File: src/hdl/wlmf_pkg.sv
// Package for the windowed local minimum finder.
// Holds sizes, register indexes and the types shared by the core and the top level.
// No dependencies.
`timescale 1ns / 1ps

package wlmf_pkg;

    // Window limits and field widths.
    localparam int MAX_BEFORE  = 7;
    localparam int MAX_AFTER   = 7;
    localparam int SAMPLE_BITS = 32;
    localparam int INDEX_BITS  = 20;

    // Width of one window register and of the register index.
    localparam int CFG_BITS       = 3;
    localparam int CFG_INDEX_BITS = 1;

    // Previous samples that any window can reach, and pending candidate flags.
    localparam int HIST_DEPTH = (MAX_BEFORE > MAX_AFTER) ? MAX_BEFORE : MAX_AFTER;
    localparam int FLAG_DEPTH = MAX_AFTER + 1;

    // Register indexes of the configuration port.
    typedef enum logic [CFG_INDEX_BITS-1:0] {
        CFG_BEFORE_WINDOW = 1'b0,
        CFG_AFTER_WINDOW  = 1'b1
    } cfg_index_t;

    typedef logic [SAMPLE_BITS-1:0] sample_t;
    typedef logic [INDEX_BITS-1:0]  index_t;
    typedef logic [CFG_BITS-1:0]    window_t;

    // Control from the top level to the core for one word.
    typedef struct packed {
        logic    fire;
        logic    last;
        window_t before_win;
        window_t after_win;
    } core_ctl_t;

    // Result of one word, if any.
    typedef struct packed {
        logic   emit;
        logic   found;
        index_t position;
    } result_t;

endpackage

File: src/hdl/wlmf_core.sv
// Sequence state and combinational window evaluation of the local minimum finder.
// Keeps the sample history, the sample count and the pending candidate flags.
// Depends on wlmf_pkg.
`timescale 1ns / 1ps

module wlmf_core (
    input  logic               clk,
    input  logic               rst_n,
    input  wlmf_pkg::core_ctl_t ctl,
    input  wlmf_pkg::sample_t  sample,
    output wlmf_pkg::result_t  result
);
    import wlmf_pkg::*;

    localparam index_t INDEX_MAX = '1;

    sample_t                hist_reg [HIST_DEPTH];
    index_t                 count_reg;
    index_t                 count_next;
    logic [FLAG_DEPTH-1:0]  flag_reg;
    logic [FLAG_DEPTH-1:0]  flag_next;
    logic                   answer_reg;
    logic                   answer_next;

    logic   live;
    logic   before_ok;
    logic   hit_now;
    logic   tail_hit;
    index_t tail_age;

    // Window evaluation for the word at hand.
    always_comb
    begin
        live = ctl.fire && !answer_reg;
        count_next = (count_reg < INDEX_MAX) ? count_reg + 1'b1 : INDEX_MAX;

        // No earlier sample inside the before-window may be smaller.
        before_ok = 1'b1;
        for (int k = 1; k <= HIST_DEPTH; k++)
        begin
            if (k <= int'(ctl.before_win) && INDEX_BITS'(k) < count_next &&
                hist_reg[k-1] < sample)
                before_ok = 1'b0;
        end

        // Age the candidates; the new sample rules out larger pending ones.
        flag_next[0] = before_ok;
        for (int k = 1; k < FLAG_DEPTH; k++)
        begin
            flag_next[k] = flag_reg[k-1];
            if (k <= int'(ctl.after_win) && INDEX_BITS'(k) < count_next &&
                sample < hist_reg[k-1])
                flag_next[k] = 1'b0;
        end

        // Candidate whose after-window completes with this sample.
        hit_now = 1'b0;
        for (int k = 0; k < FLAG_DEPTH; k++)
        begin
            if (k == int'(ctl.after_win) && INDEX_BITS'(k) < count_next && flag_next[k])
                hit_now = 1'b1;
        end

        // On the last sample, the oldest surviving candidate wins.
        tail_hit = 1'b0;
        tail_age = '0;
        for (int k = 0; k < FLAG_DEPTH; k++)
        begin
            if (k <= int'(ctl.after_win) && INDEX_BITS'(k) < count_next && flag_next[k])
            begin
                tail_hit = 1'b1;
                tail_age = INDEX_BITS'(k);
            end
        end

        result.emit     = live && (hit_now || ctl.last);
        result.found    = hit_now || tail_hit;
        result.position = '0;
        if (hit_now)
            result.position = count_next - INDEX_BITS'(ctl.after_win);
        else if (tail_hit)
            result.position = count_next - tail_age;

        answer_next = answer_reg || (live && hit_now);
    end

    // Sequence control state; the last sample clears everything.
    always_ff @(posedge clk or negedge rst_n)
    begin
        if (!rst_n)
        begin
            count_reg  <= '0;
            flag_reg   <= '0;
            answer_reg <= 1'b0;
        end
        else if (ctl.fire)
        begin
            if (ctl.last)
            begin
                count_reg  <= '0;
                flag_reg   <= '0;
                answer_reg <= 1'b0;
            end
            else if (live)
            begin
                count_reg  <= count_next;
                flag_reg   <= flag_next;
                answer_reg <= answer_next;
            end
        end
    end

    // Sample history, newest first; entries are read only once written.
    always_ff @(posedge clk)
    begin
        if (live)
        begin
            hist_reg[0] <= sample;
            for (int k = 1; k < HIST_DEPTH; k++)
                hist_reg[k] <= hist_reg[k-1];
        end
    end

endmodule

File: src/hdl/windowed_local_minimum_finder.sv
// Windowed local minimum finder, top level.
// Holds the window registers, the input register and the result register around wlmf_core.
// Depends on wlmf_pkg and wlmf_core.
`timescale 1ns / 1ps

// The block takes one sample word per clock cycle and never needs idle cycles between
// words: a word goes from the input register through one compare stage over the stored
// window into the result register, which presents its result word. Each sequence gives
// exactly one result word, either as soon as the earliest qualifying sample has its
// after-window complete or with the last sample, and found is 0 with position 0 when no
// sample qualified. Samples after the result are absorbed without output. The input
// stalls only while a result waits behind a stalled output. The user must write the window
// registers through the cfg port only while no word is in flight; the block itself does
// not enforce this. Values above the supported window are clamped.
module windowed_local_minimum_finder (
    input  logic                                  clk,
    input  logic                                  rst_n,
    input  logic                                  cfg_write,
    input  logic [wlmf_pkg::CFG_INDEX_BITS-1:0]   cfg_index,
    input  logic [wlmf_pkg::CFG_BITS-1:0]         cfg_data,
    input  logic                                  in_valid,
    output logic                                  in_stall,
    input  logic [wlmf_pkg::SAMPLE_BITS-1:0]      sample,
    input  logic                                  last_sample,
    output logic                                  out_valid,
    input  logic                                  out_stall,
    output logic                                  found,
    output logic [wlmf_pkg::INDEX_BITS-1:0]       position
);
    import wlmf_pkg::*;

    window_t   before_reg;
    window_t   after_reg;
    window_t   before_clamp;
    window_t   after_clamp;

    logic      pipe_valid_reg;
    sample_t   sample_reg;
    logic      last_reg;
    logic      out_valid_reg;
    logic      found_reg;
    index_t    position_reg;

    logic      accept_in;
    logic      advance;
    core_ctl_t ctl;
    result_t   result;

    // Configuration register writes.
    always_ff @(posedge clk or negedge rst_n)
    begin
        if (!rst_n)
        begin
            before_reg <= '0;
            after_reg  <= '0;
        end
        else if (cfg_write)
        begin
            unique case (cfg_index_t'(cfg_index))
                CFG_BEFORE_WINDOW: before_reg <= cfg_data;
                CFG_AFTER_WINDOW:  after_reg  <= cfg_data;
                default:           ;
            endcase
        end
    end

    // Clamp the windows to what the history covers.
    assign before_clamp = (int'(before_reg) > MAX_BEFORE) ? CFG_BITS'(MAX_BEFORE) : before_reg;
    assign after_clamp  = (int'(after_reg) > MAX_AFTER) ? CFG_BITS'(MAX_AFTER) : after_reg;

    // Handshake: the compare stage moves unless a result is stuck at the output.
    assign advance   = pipe_valid_reg && !(out_valid_reg && out_stall);
    assign in_stall  = pipe_valid_reg && out_valid_reg && out_stall;
    assign accept_in = in_valid && !in_stall;

    // Input register.
    always_ff @(posedge clk or negedge rst_n)
    begin
        if (!rst_n)
            pipe_valid_reg <= 1'b0;
        else if (accept_in)
            pipe_valid_reg <= 1'b1;
        else if (advance)
            pipe_valid_reg <= 1'b0;
    end

    always_ff @(posedge clk)
    begin
        if (accept_in)
        begin
            sample_reg <= sample;
            last_reg   <= last_sample;
        end
    end

    // Window evaluation and sequence state.
    assign ctl.fire       = advance;
    assign ctl.last       = last_reg;
    assign ctl.before_win = before_clamp;
    assign ctl.after_win  = after_clamp;

    wlmf_core u_core (
        .clk    (clk),
        .rst_n  (rst_n),
        .ctl    (ctl),
        .sample (sample_reg),
        .result (result)
    );

    // Result register.
    always_ff @(posedge clk or negedge rst_n)
    begin
        if (!rst_n)
            out_valid_reg <= 1'b0;
        else if (advance && result.emit)
            out_valid_reg <= 1'b1;
        else if (!out_stall)
            out_valid_reg <= 1'b0;
    end

    always_ff @(posedge clk)
    begin
        if (advance && result.emit)
        begin
            found_reg    <= result.found;
            position_reg <= result.position;
        end
    end

    assign out_valid = out_valid_reg;
    assign found     = found_reg;
    assign position  = position_reg;

endmodule

File: config.mk
export PLATFORM = sky130hd
export DESIGN_NAME = windowed_local_minimum_finder
export DESIGN_NICKNAME = d
export VERILOG_FILES = /design/src/hdl/wlmf_pkg.sv /design/src/hdl/wlmf_core.sv /design/src/hdl/windowed_local_minimum_finder.sv
export SDC_FILE = /design/constraint.sdc
export NUM_CORES = 1
export LEC_CHECK = 0
export ABC_AREA = 1
export BUFFER_PORTS_ARGS = -buffer_cell sky130_fd_sc_hd__buf_2
export CORE_UTILIZATION = 60
export CTS_BUF_LIST = sky130_fd_sc_hd__clkbuf_8
export DETAILED_ROUTE_END_ITERATION = 7
export HOLD_SLACK_MARGIN = 0.1
export PLACE_DENSITY = 0.9
export SLEW_MARGIN = 20
export SYNTH_ARGS = -nofsm -noshare
export SYNTH_HDL_FRONTEND = slang
export SYNTH_SLANG_ARGS = --single-unit
File: constraint.sdc
create_clock -name clk -period 25.3 [get_ports clk]
set_clock_uncertainty 0.15 [all_clocks]
set_input_delay 3.795 -clock clk [delete_from_list [all_inputs] [get_ports clk]]
set_output_delay 3.795 -clock clk [all_outputs]
set_load 0.02 [all_outputs]
==> metrics.cfg, run 1 <==
[floorplanning]
dieWidth_um = 173
die_h_um = 173
core-area_um2 = 28700
start_util = 0.609
dieArea_um2 = 29800
pin_count = 65
row_count = 62

[place]
dp.cells = 2114
place.gp.congestion = 0.921
dp_hpwl_um = 28300
io_buffers = 64

[synth]
ys.flop_type = edfxtp_1
ys_types = 42
yosysSeqAreaShare = 0.530
synth_edf_count = 278
yosysTopAreaCellShare = 0.478
synth_cells = 1674
synth_area_leader_cell = edfxtp_1
synthTopCellsByArea = edfxtp_1, ha_1, nand2_1
synth-async-reset-ratio = 0.115
syn-cell-area_um2 = 17500
yosys_warnings = 0
syn_nets = 1949
ys_ff_latch = 314
syn_avg_cell_area_um2 = 10.4

[drt]
wl_per_cell_um = 17.4
wl_met3_um = 3100
drt_wl_total_um = 38400
dr.pass1.iters = 6
drc_errors = 0
m1WireLength_um = 15600
viasPerCell = 5.74
via_count = 12600
drtAntennaViolNets = 0
routed.top_layer = met4
met2_length_um = 18700
drtIter0Drc = 1372

[critical_path]
worstPathArrival_ns = 4.23
rr_worst_depth = 24
critPathRequiredTime_ns = 21.35
rrSetupSlack_ns = 19.94
endpoint_kind = output port
path_class = primary input to output port
path_max_fanout = 3
startpoint_type = primary input
worstReg2RegStart = sample_reg[31]$_DFFE_PP_
r2r_end = position[19]$_DFFE_PP_

[clock_network]
clock_path_buffers = 3
cts-resized-gates = 0
cts_tree = built
ctsHoldBuffers = 0
clk_pin_slew_ns = 0.06
postCtsSetupBuffers = 0
cts-root-buf = clkbuf_8
numCtsBuffers = 50
clock_sinks = 314
clk_latency_ns = 0.59
htreeDepth = 2

[timing]
hold_ws_ns = 0.292
fmax_mhz = 122
worstMarginPinSlew_ns = 1.15
tns_ns = 0
min_period_ns = 8.18
fin_crit_sh = 0.323
relSlewSlack = 0.231
drv_slew = 0
rsz0062_at_grt = no
finalHoldViolCount = 0
finalSetupViolations = 0

[global_routing]
grt_overflow = 0
grt_max_degree = 199
antenna_found_initial = 0
grt_pass1_vias = 12600
grt_use_total = 0.261
grt_pass1_wl_um = 61700

[hold_path]
hold_depth = 0
hp-class = flip-flop to flip-flop
worstHoldStart = u_core.hist_reg[4][0]$_DFFE_PP_
hold_end = u_core.hist_reg[5][0]$_DFFE_PP_

[finish]
layout-drive-gt1-share = 0.0958
fin_nets = 2057
largest_reg_flops = 224
num_antenna_cells = 0
layout.cells.non_filler = 2200
area_growth_pct = 9.63

[outcome]
status = finished clean

[job]
max_cap_viol_count = 0

[power]
p_leak_uw = 0.00886
vdd_drop_max_uv = 56.9
power_density_nw_per_um2 = 107

## cells in the mapped netlist, types with 2 or more instances
master	number
nor4_1	3
a21boi_0	3
o22ai_1	12
nor2_8	2
fa_1	2
a21oi_1	121
o211ai_1	5
nor4b_1	2
dfrtp_1	36
xnor2_1	5
edfxtp_1	278
inv_2	3
buf_2	7
nor2_4	8
inv_1	228
a21o_1	2
o2111ai_1	2
nand2_2	10
nand3_2	12
o21ai_0	68
nor2_2	6
nand4_1	37
nand3_1	85
nor2_1	120
xor2_1	32
nand3b_1	5
clkinv_1	2
a211oi_1	2
clkbuf_1	4
nand2_1	308
o21a_1	6
ha_1	231
nor3_1	17
a31oi_1	2
## cell type report
cell class,count,area (µm²)
fillers,2100,9550
flip-flops and latches,314,9250
multi-input cells,1116,7300
inverters,233,875
clock buffers,52,716
well taps,384,480
repair buffers,67,355
clock inverters,34,173
## critical path, cell delays in order
cell	delay [ns]
buf_2	0.07
nand2_1	0.07
nor2_1	0.12
buf_2	0.18
## power by group
| part | switching (µW) | internal, µW | leakage (µW) |
|---|---|---|---|
| clock | 197 | 200 | 0.000515 |
| combinational | 492 | 250 | 0.00519 |
| sequential | 88.5 | 814 | 0.00316 |
## cell families (layout without fill, tap and decap cells)
kind of cell	Yosys count	in the layout	synth area share
AO/OA/AOI/OAI	228	228	0.0703
adder cells (fa/ha/maj)	233	233	0.168
AND/OR/NAND/NOR	617	617	0.160
flip-flops	314	314	0.530
XOR/XNOR	38	38	0.0195
buffers and inverters	244	386	0.0529
## worst max path at each step
| stage | endpoint | from | slack, ns |
|---|---|---|---|
| 2_1_floorplan | u_core.count_reg[10]$_DFFE_PN0P_ | out_stall | 9.76 |
| 3_3_place_gp | in_stall | out_stall | 17.10 |
| 3_5_place_dp | in_stall | out_stall | 17.12 |
| 4_1_cts | in_stall | out_stall | 17.12 |
| 5_1_grt | in_stall | out_stall | 17.05 |
| 6_report | in_stall | out_stall | 17.12 |
## cells in the final DEF, fill, tap and decap left out, drive strengths merged, types with 5 or more instances in the layout
| master | n |
|---|---|
| inv | 247 |
| nand3 | 97 |
| o21ai | 69 |
| a21oi | 121 |
| nand2 | 318 |
| dfrtp | 36 |
| clkbuf | 52 |
| o211ai | 5 |
| clkinv | 19 |
| nor3 | 18 |
| nand3b | 6 |
| xnor2 | 5 |
| ha | 231 |
| buf | 67 |
| nor2 | 136 |
| o22ai | 12 |
| o21a | 6 |
| xor2 | 33 |
| edfxtp | 278 |
| nand4 | 37 |
## through the flow
stage	area [µm²]	power, µW	utilization	setup slack [ns]
4_1_cts	19100	2040	0.667	17.12
6_report	19100	2040	0.667	17.12
2_1_floorplan	17500	1450	-	9.76
3_5_place_dp	18300	1630	0.636	17.12
3_3_place_gp	18300	1570	0.636	17.10
5_1_grt	19100	2180	0.667	17.05
## routing by layer
metal | GRT usage | vias up
li1 | - | 6050
met4 | 0.0833 | 0
met5 | 0 | -
met2 | 0.448 | 496
met3 | 0.0400 | 83
met1 | 0.340 | 6008
(Power assumes the default switching activity.)
==> run 2, diff against run 1 <==
--- a/config.mk
+++ b/config.mk
@@ -7,7 +7,7 @@
 export LEC_CHECK = 0
 export ABC_AREA = 1
 export BUFFER_PORTS_ARGS = -buffer_cell sky130_fd_sc_hd__buf_2
-export CORE_UTILIZATION = 60
+export CORE_UTILIZATION = 58
 export CTS_BUF_LIST = sky130_fd_sc_hd__clkbuf_8
 export DETAILED_ROUTE_END_ITERATION = 7
 export HOLD_SLACK_MARGIN = 0.1
==> constraint.sdc (replaced) <==
create_clock -name clk -period 7 [get_ports clk]
set_clock_uncertainty 0.15 [all_clocks]
set_input_delay 1.05 -clock clk [delete_from_list [all_inputs] [get_ports clk]]
set_output_delay 1.05 -clock clk [all_outputs]
set_load 0.02 [all_outputs]
==> run 2 against run 1 <==
Routed wire length rose by 4.6%. Clock-buffer cell count up 2. Largest power group unchanged. Final area is 0.27% higher. Via count grew 0.51%. Sequential cell count stayed put. Die area rose by 3.4%. Cell count increased by 0.77%. First-iteration DRC count decreased by 18%. Critical path depth up 20. Largest cell class unchanged.
==> metrics.cfg, run 2 (synthesized netlist as in run 1, its figures left out) <==
[outcome]
status = finished clean

[floorplanning]
dieWidth_um = 176
core-area_um2 = 29600
die_h_um = 176
start_util = 0.589
pin_count = 65
dieArea_um2 = 30800
row_count = 63

[hold_path]
hold_depth = 0
worstHoldStart = u_core.hist_reg[5][26]$_DFFE_PP_
hold_end = u_core.hist_reg[6][26]$_DFFE_PP_
hp-class = flip-flop to flip-flop

[place]
dp_hpwl_um = 29700
place.gp.congestion = 0.965
placed_area_um2 = 18300
io_buffers = 64

[timing]
drv_slew = 0
worstMarginPinSlew_ns = 1.11
fmax_mhz = 192
fin_crit_sh = 0.745
finalHoldViolCount = 0
tns_ns = 0
rsz0062_at_grt = no
relSlewSlack = 0.261
min_period_ns = 5.21
finalSetupViolations = 0

[finish]
final_common_cell = nand2_1
seqCellArea_um2 = 9250
num_antenna_cells = 0
finalInstanceArea_um2 = 19200
area_growth_pct = 9.92
multiInputGateArea_um2 = 7300
final_cell_mix = nand2_1, edfxtp_1, inv_1
fill_cells = 2255
layout-drive-gt1-share = 0.0996
largest_reg_flops = 224
fin_nets = 2061

[power]
p_leak_uw = 0.00890
power_density_nw_per_um2 = 388
vdd_drop_max_uv = 236

[global_routing]
grt_max_degree = 89
antenna_found_initial = 0
grt_pass1_vias = 12500
grt_use_total = 0.267
grt_overflow = 0
grt_pass1_wl_um = 63800

[drt]
via_count = 12700
wl_per_cell_um = 18.1
dr.pass1.iters = 5
drtIter0Drc = 1120
drtAntennaViolNets = 0
drt_wl_total_um = 40200
viasPerCell = 5.73
drc_errors = 0

[clock_network]
cts-resized-gates = 0
clock_sinks = 314
clk_pin_slew_ns = 0.07
cts_tree = built
cts-root-buf = clkbuf_8
clk_latency_ns = 0.59
numCtsBuffers = 52
clock_path_buffers = 3
htreeDepth = 2
ctsHoldBuffers = 0
postCtsSetupBuffers = 0

[critical_path]
path_common_cell = nand2_1
crit_family = simple AND/OR/NAND/NOR gates
cp_slowest_cell = nor4_1
crit_path_max_incr_delay_ns = 0.63
path_class = flip-flop to flip-flop
startpoint_type = flip-flop
rr_worst_depth = 24
path_max_fanout = 5
r2r_end = position[19]$_DFFE_PP_
crit_buf_inv = 3
worstReg2RegStart = sample_reg[31]$_DFFE_PP_
critPathRequiredTime_ns = 7.17
path_cells = inv_1, ha_1, nand2_1, nor4_1, nand2_1, inv_1, nand2_1, a21oi_1, inv_1, nand4_1, nand2_1, a31oi_1, ha_1, nand2_1, nor2_1, a211oi_1, nand3_1, nor2_1, nand2_1, nor2_1, nand2_1, xor2_1, nand3_1, nand2_1
worstPathArrival_ns = 5.39
endpoint_kind = flip-flop
rrSetupSlack_ns = 1.79

[job]
max_cap_viol_count = 0

[run 2: changes by cell type in the layout (fill, tap and decap cells not counted), moves of 2 or more]
cell / before / now
clkinv_2: 5 / 9
clkbuf_8: 52 / 54
buf_4: 2 / 5
inv_1: 242 / 246
[run 2: worst reg2reg max path, delay by kind of cell, from the launching register on]
kind                       cells  cell delay (ns)
and+or+nand+nor               15             2.28
adders and majority gates      2             0.65
buffers and inverters          3             0.34
xor gates and xnor gates       1             0.15
AOI/OAI and AO/OA              3             0.94
DFF                            1             0.44
[run 2: final cells by class]
| class | instances | share of cell area |
|---|---|---|
| Sequential cell | 314 | 0.482 |
| Clock buffer | 54 | 0.0387 |
| Timing Repair Buffer | 69 | 0.0186 |
| Multi-Input combinational cell | 1116 | 0.380 |
| Clock inverter | 41 | 0.00971 |
| Inverter | 233 | 0.0456 |
| Tap cell | 390 | 0.0254 |
[run 2: how the worst max path moves through the flow]
stage	from	end	slack, ns	depth (start not counted)
after floorplan	out_stall	found$_DFFE_PP_	1.10	5
after global placement	sample_reg[31]$_DFFE_PP_	position[19]$_DFFE_PP_	2.03	24
after detailed placement	sample_reg[31]$_DFFE_PP_	position[19]$_DFFE_PP_	1.93	24
after CTS	sample_reg[31]$_DFFE_PP_	position[19]$_DFFE_PP_	1.88	24
after global routing	sample_reg[31]$_DFFE_PP_	position[19]$_DFFE_PP_	1.35	24
final	sample_reg[31]$_DFFE_PP_	position[19]$_DFFE_PP_	1.79	24
[run 2: stage by stage]
step / util / total power (µW) / std cells / worst slack [ns] / hold WS, ns
floorplan: - / 5130 / 1674 / 1.10 / 0.276
global placement: 0.616 / 5780 / 2122 / 2.03 / 0.279
detailed placement: 0.616 / 5950 / 2122 / 1.93 / 0.284
CTS: 0.648 / 7450 / 2217 / 1.88 / 0.290
global route: 0.648 / 7950 / 2217 / 1.35 / 0.301
finish: 0.648 / 7440 / 2217 / 1.79 / 0.290
[run 2: metal layers]
layer,global-route usage,part of all wire,vias to the layer above
met2,0.426,0.46,521
met4,0.0920,0.029,0
li1,-,-,6059
met1,0.377,0.43,6014
met3,0.0372,0.079,107
met5,0,0,-
[run 2: power by group]
part | internal [µW] | leakage [µW] | switching (µW) | total, µW
logic | 897 | 0.00520 | 1800 | 2690
registers | 2940 | 0.00316 | 336 | 3280
clock network | 719 | 0.000552 | 751 | 1470
total | 4560 | 0.00890 | 2880 | 7440
==> run 3, diff against run 2 <==
--- a/config.mk
+++ b/config.mk
@@ -5,9 +5,9 @@
 export SDC_FILE = /design/constraint.sdc
 export NUM_CORES = 1
 export LEC_CHECK = 0
-export ABC_AREA = 1
+export ABC_AREA = 0
 export BUFFER_PORTS_ARGS = -buffer_cell sky130_fd_sc_hd__buf_2
-export CORE_UTILIZATION = 58
+export CORE_UTILIZATION = 60
 export CTS_BUF_LIST = sky130_fd_sc_hd__clkbuf_8
 export DETAILED_ROUTE_END_ITERATION = 7
 export HOLD_SLACK_MARGIN = 0.1
==> constraint.sdc (replaced) <==
create_clock -name clk -period 5 [get_ports clk]
set_clock_uncertainty 0.15 [all_clocks]
set_input_delay 0.75 -clock clk [delete_from_list [all_inputs] [get_ports clk]]
set_output_delay 0.75 -clock clk [all_outputs]
set_load 0.02 [all_outputs]
==> run 3 against run 2 <==
Worst setup slack got worse by 1.7 ns. Final area rose by 4.1%. Combinational power rose by 57%. Die area fell by 3.7%. Via count rose by 4.5%. Maximum frequency rose by 6.3%. Synthesized cell count fell by 12%. Core utilization rose by 6.2 points. Global-route usage rose by 3.5 points. Register-to-register slack got worse by 1.7 ns. Largest power group unchanged. Worst hold slack got worse by 0.16 ns. Cell count fell by 6.6%.
==> metrics.cfg, run 3 <==
[finish]
fin_nets = 1925
final_cell_mix = edfxtp_1, ha_1, nand2_1
layout-drive-gt1-share = 0.193
area_growth_pct = 14.9
fill_cells = 1856
final_common_cell = edfxtp_1
largest_reg_flops = 224
multiInputGateArea_um2 = 7770
finalInstanceArea_um2 = 20000
num_antenna_cells = 0
seqCellArea_um2 = 9250

[global_routing]
grt_use_total = 0.302
grt_pass1_vias = 12900
grt_overflow = 0
antenna_found_initial = 1
grt_max_degree = 202
grt_pass1_wl_um = 68000

[clock_network]
clock_sinks = 314
clk_latency_ns = 0.62
htreeDepth = 2
cts-root-buf = clkbuf_8
numCtsBuffers = 52
clk_pin_slew_ns = 0.07
clock_path_buffers = 3
cts_tree = built

[synth]
synth_area_leader_cell = edfxtp_1
ys_types = 76
synthTopCellsByArea = edfxtp_1, ha_1, dfrtp_1
synth_edf_count = 278
yosys_warnings = 0
syn-cell-area_um2 = 17400
yosysSeqAreaShare = 0.532
syn_avg_cell_area_um2 = 11.8
yosysTopAreaCellShare = 0.480
ys_ff_latch = 314
synth-async-reset-ratio = 0.115
yosys-top-cells-count = edfxtp_1, ha_1, inv_1
ys.flop_type = edfxtp_1
syn_nets = 1749
synth_cells = 1474
post-synth-top-count-cell = edfxtp_1

[critical_path]
path_class = flip-flop to flip-flop
rr_worst_depth = 18
startpoint_type = flip-flop
path_max_fanout = 3
endpoint_kind = flip-flop
critPathRequiredTime_ns = 5.26
rrSetupSlack_ns = 0.09
r2r_end = position[17]$_DFFE_PP_
endpoint = position[17]$_DFFE_PP_
worstPathArrival_ns = 5.16
critPathLaunch = sample_reg[1]$_DFFE_PP_
worstReg2RegStart = sample_reg[1]$_DFFE_PP_

[place]
dpl_worst_slack_ns = -0.0638
placed_area_um2 = 18700
dp_hpwl_um = 31300
io_buffers = 64
place.gp.congestion = 0.914

[job]
max_cap_viol_count = 0

[drt]
viasPerCell = 6.41
drt_wl_total_um = 44400
drtAntennaViolNets = 0
drc_errors = 0
drtIter0Drc = 1789
wl_per_cell_um = 21.5
dr.pass1.iters = 7
via_count = 13300

[floorplanning]
die_h_um = 172
dieArea_um2 = 29700
core-area_um2 = 28200
pin_count = 65
row_count = 61
dieWidth_um = 172
start_util = 0.618

[hold_path]
hp-class = primary input to async pin

[timing]
tns_ns = 0
min_period_ns = 4.91
fin_crit_sh = 0.981
drv_slew = 0
relSlewSlack = 0.260
fmax_mhz = 204
finalSetupViolations = 0
postLayoutSetupSlackWorst_ns = 0.0930
worstMarginPinSlew_ns = 1.11
finalHoldViolCount = 0

[outcome]
status = finished clean

[power]
vdd_drop_max_uv = 430
p_leak_uw = 0.00851
power_density_nw_per_um2 = 551

[run 3: cell count changes after synthesis, moves of 11 or more]
cell      before  now
nand2_1      308  113
a21o_1         2   23
nand3_1       85   41
inv_1        228  120
a21oi_1      121  103
xor2_1        32   11
and4_1         0   14
o211ai_1       5   18
a31oi_1        2   15
and3_1         0   14
nor2_1       120   73
nor3_1        17   28
a211oi_1       2   17
[run 3: critical path, stage by stage, from the launching register on]
cell	delay (ns)
edfxtp_1	0.42
ha_1	0.32
nor2b_1	0.16
o211ai_1	0.14
a2111oi_0	0.48
nor2_1	0.19
a21oi_1	0.31
o2111ai_1	0.21
o21bai_1	0.35
a21oi_2	0.08
ha_1	0.30
a21o_1	0.18
a21oi_1	0.20
nand2_1	0.12
or3_1	0.38
buf_4	0.17
nor2_1	0.18
o21ai_0	0.13
a221oi_1	0.26
[run 3: report_power, final]
part | internal (µW) | switching (µW) | total [µW] | leakage (µW)
combinational | 1650 | 2570 | 4210 | 0.00479
clock | 1160 | 1090 | 2250 | 0.000569
sequential | 4050 | 516 | 4560 | 0.00316
total | 6850 | 4170 | 11000 | 0.00851
[run 3: cell families after synthesis]
logic type,count (synthesis),synth area share
buffers and inverters,154,0.0360
AND/OR/NAND/NOR,402,0.120
XOR/XNOR,23,0.0116
AO/OA/AOI/OAI,337,0.125
flip-flops,314,0.532
adder cells (fa/ha/maj),233,0.168
multiplexers,11,0.00676
[run 3: per-stage QoR]
step / hold WS (ns) / instances / total power, µW / utilization
2_1_floorplan: 0.276 / 1474 / 7070 / -
3_3_place_gp: 0.280 / 1962 / 8190 / 0.663
3_5_place_dp: 0.282 / 1962 / 8470 / 0.663
4_1_cts: 0.123 / 2058 / 10800 / 0.700
5_1_grt: 0.145 / 2070 / 11600 / 0.710
6_report: 0.126 / 2070 / 11000 / 0.710
[run 3: cell type report]
| cell class | count | share of cell area |
|---|---|---|
| Sequential cell | 314 | 0.463 |
| Timing Repair Buffer | 156 | 0.0512 |
| Clock buffer | 57 | 0.0392 |
| Inverter | 120 | 0.0225 |
| Multi-Input combinational cell | 1006 | 0.389 |
| Tap cell | 378 | 0.0237 |
| Clock inverter | 39 | 0.0117 |
[run 3: how the worst min path moves through the flow]
stage | startpoint | to | slack [ns] | depth (start not counted)
2_1_floorplan | u_core.hist_reg[0][0]$_DFFE_PP_ | u_core.hist_reg[1][0]$_DFFE_PP_ | 0.28 | 0
3_3_place_gp | u_core.hist_reg[5][6]$_DFFE_PP_ | u_core.hist_reg[6][6]$_DFFE_PP_ | 0.28 | 0
3_5_place_dp | u_core.hist_reg[3][0]$_DFFE_PP_ | u_core.hist_reg[4][0]$_DFFE_PP_ | 0.28 | 0
4_1_cts | rst_n | u_core.count_reg[2]$_DFFE_PN0P_ | 0.12 | 1
5_1_grt | sample[24] | sample_reg[24]$_DFFE_PP_ | 0.14 | 1
6_report | rst_n | u_core.count_reg[2]$_DFFE_PN0P_ | 0.13 | 1
[run 3: repair_timing]
item | in CTS | in global routing
gates cloned | 0 | 0
pin swaps | 1 | 17
setup endpoints to repair | 7 | 13
gates resized for setup | 7 | 67
hold buffers | 0 | 0
hold endpoints to repair | 0 | 0
buffers inserted | 0 | 12
[run 3: per-layer routing]
metal,GRT usage,share of wire,vias up
met4,0.112,0.037,2
met5,0,0.00029,-
met1,0.413,0.40,6359
li1,-,-,5998
met2,0.483,0.46,773
met3,0.0552,0.10,141
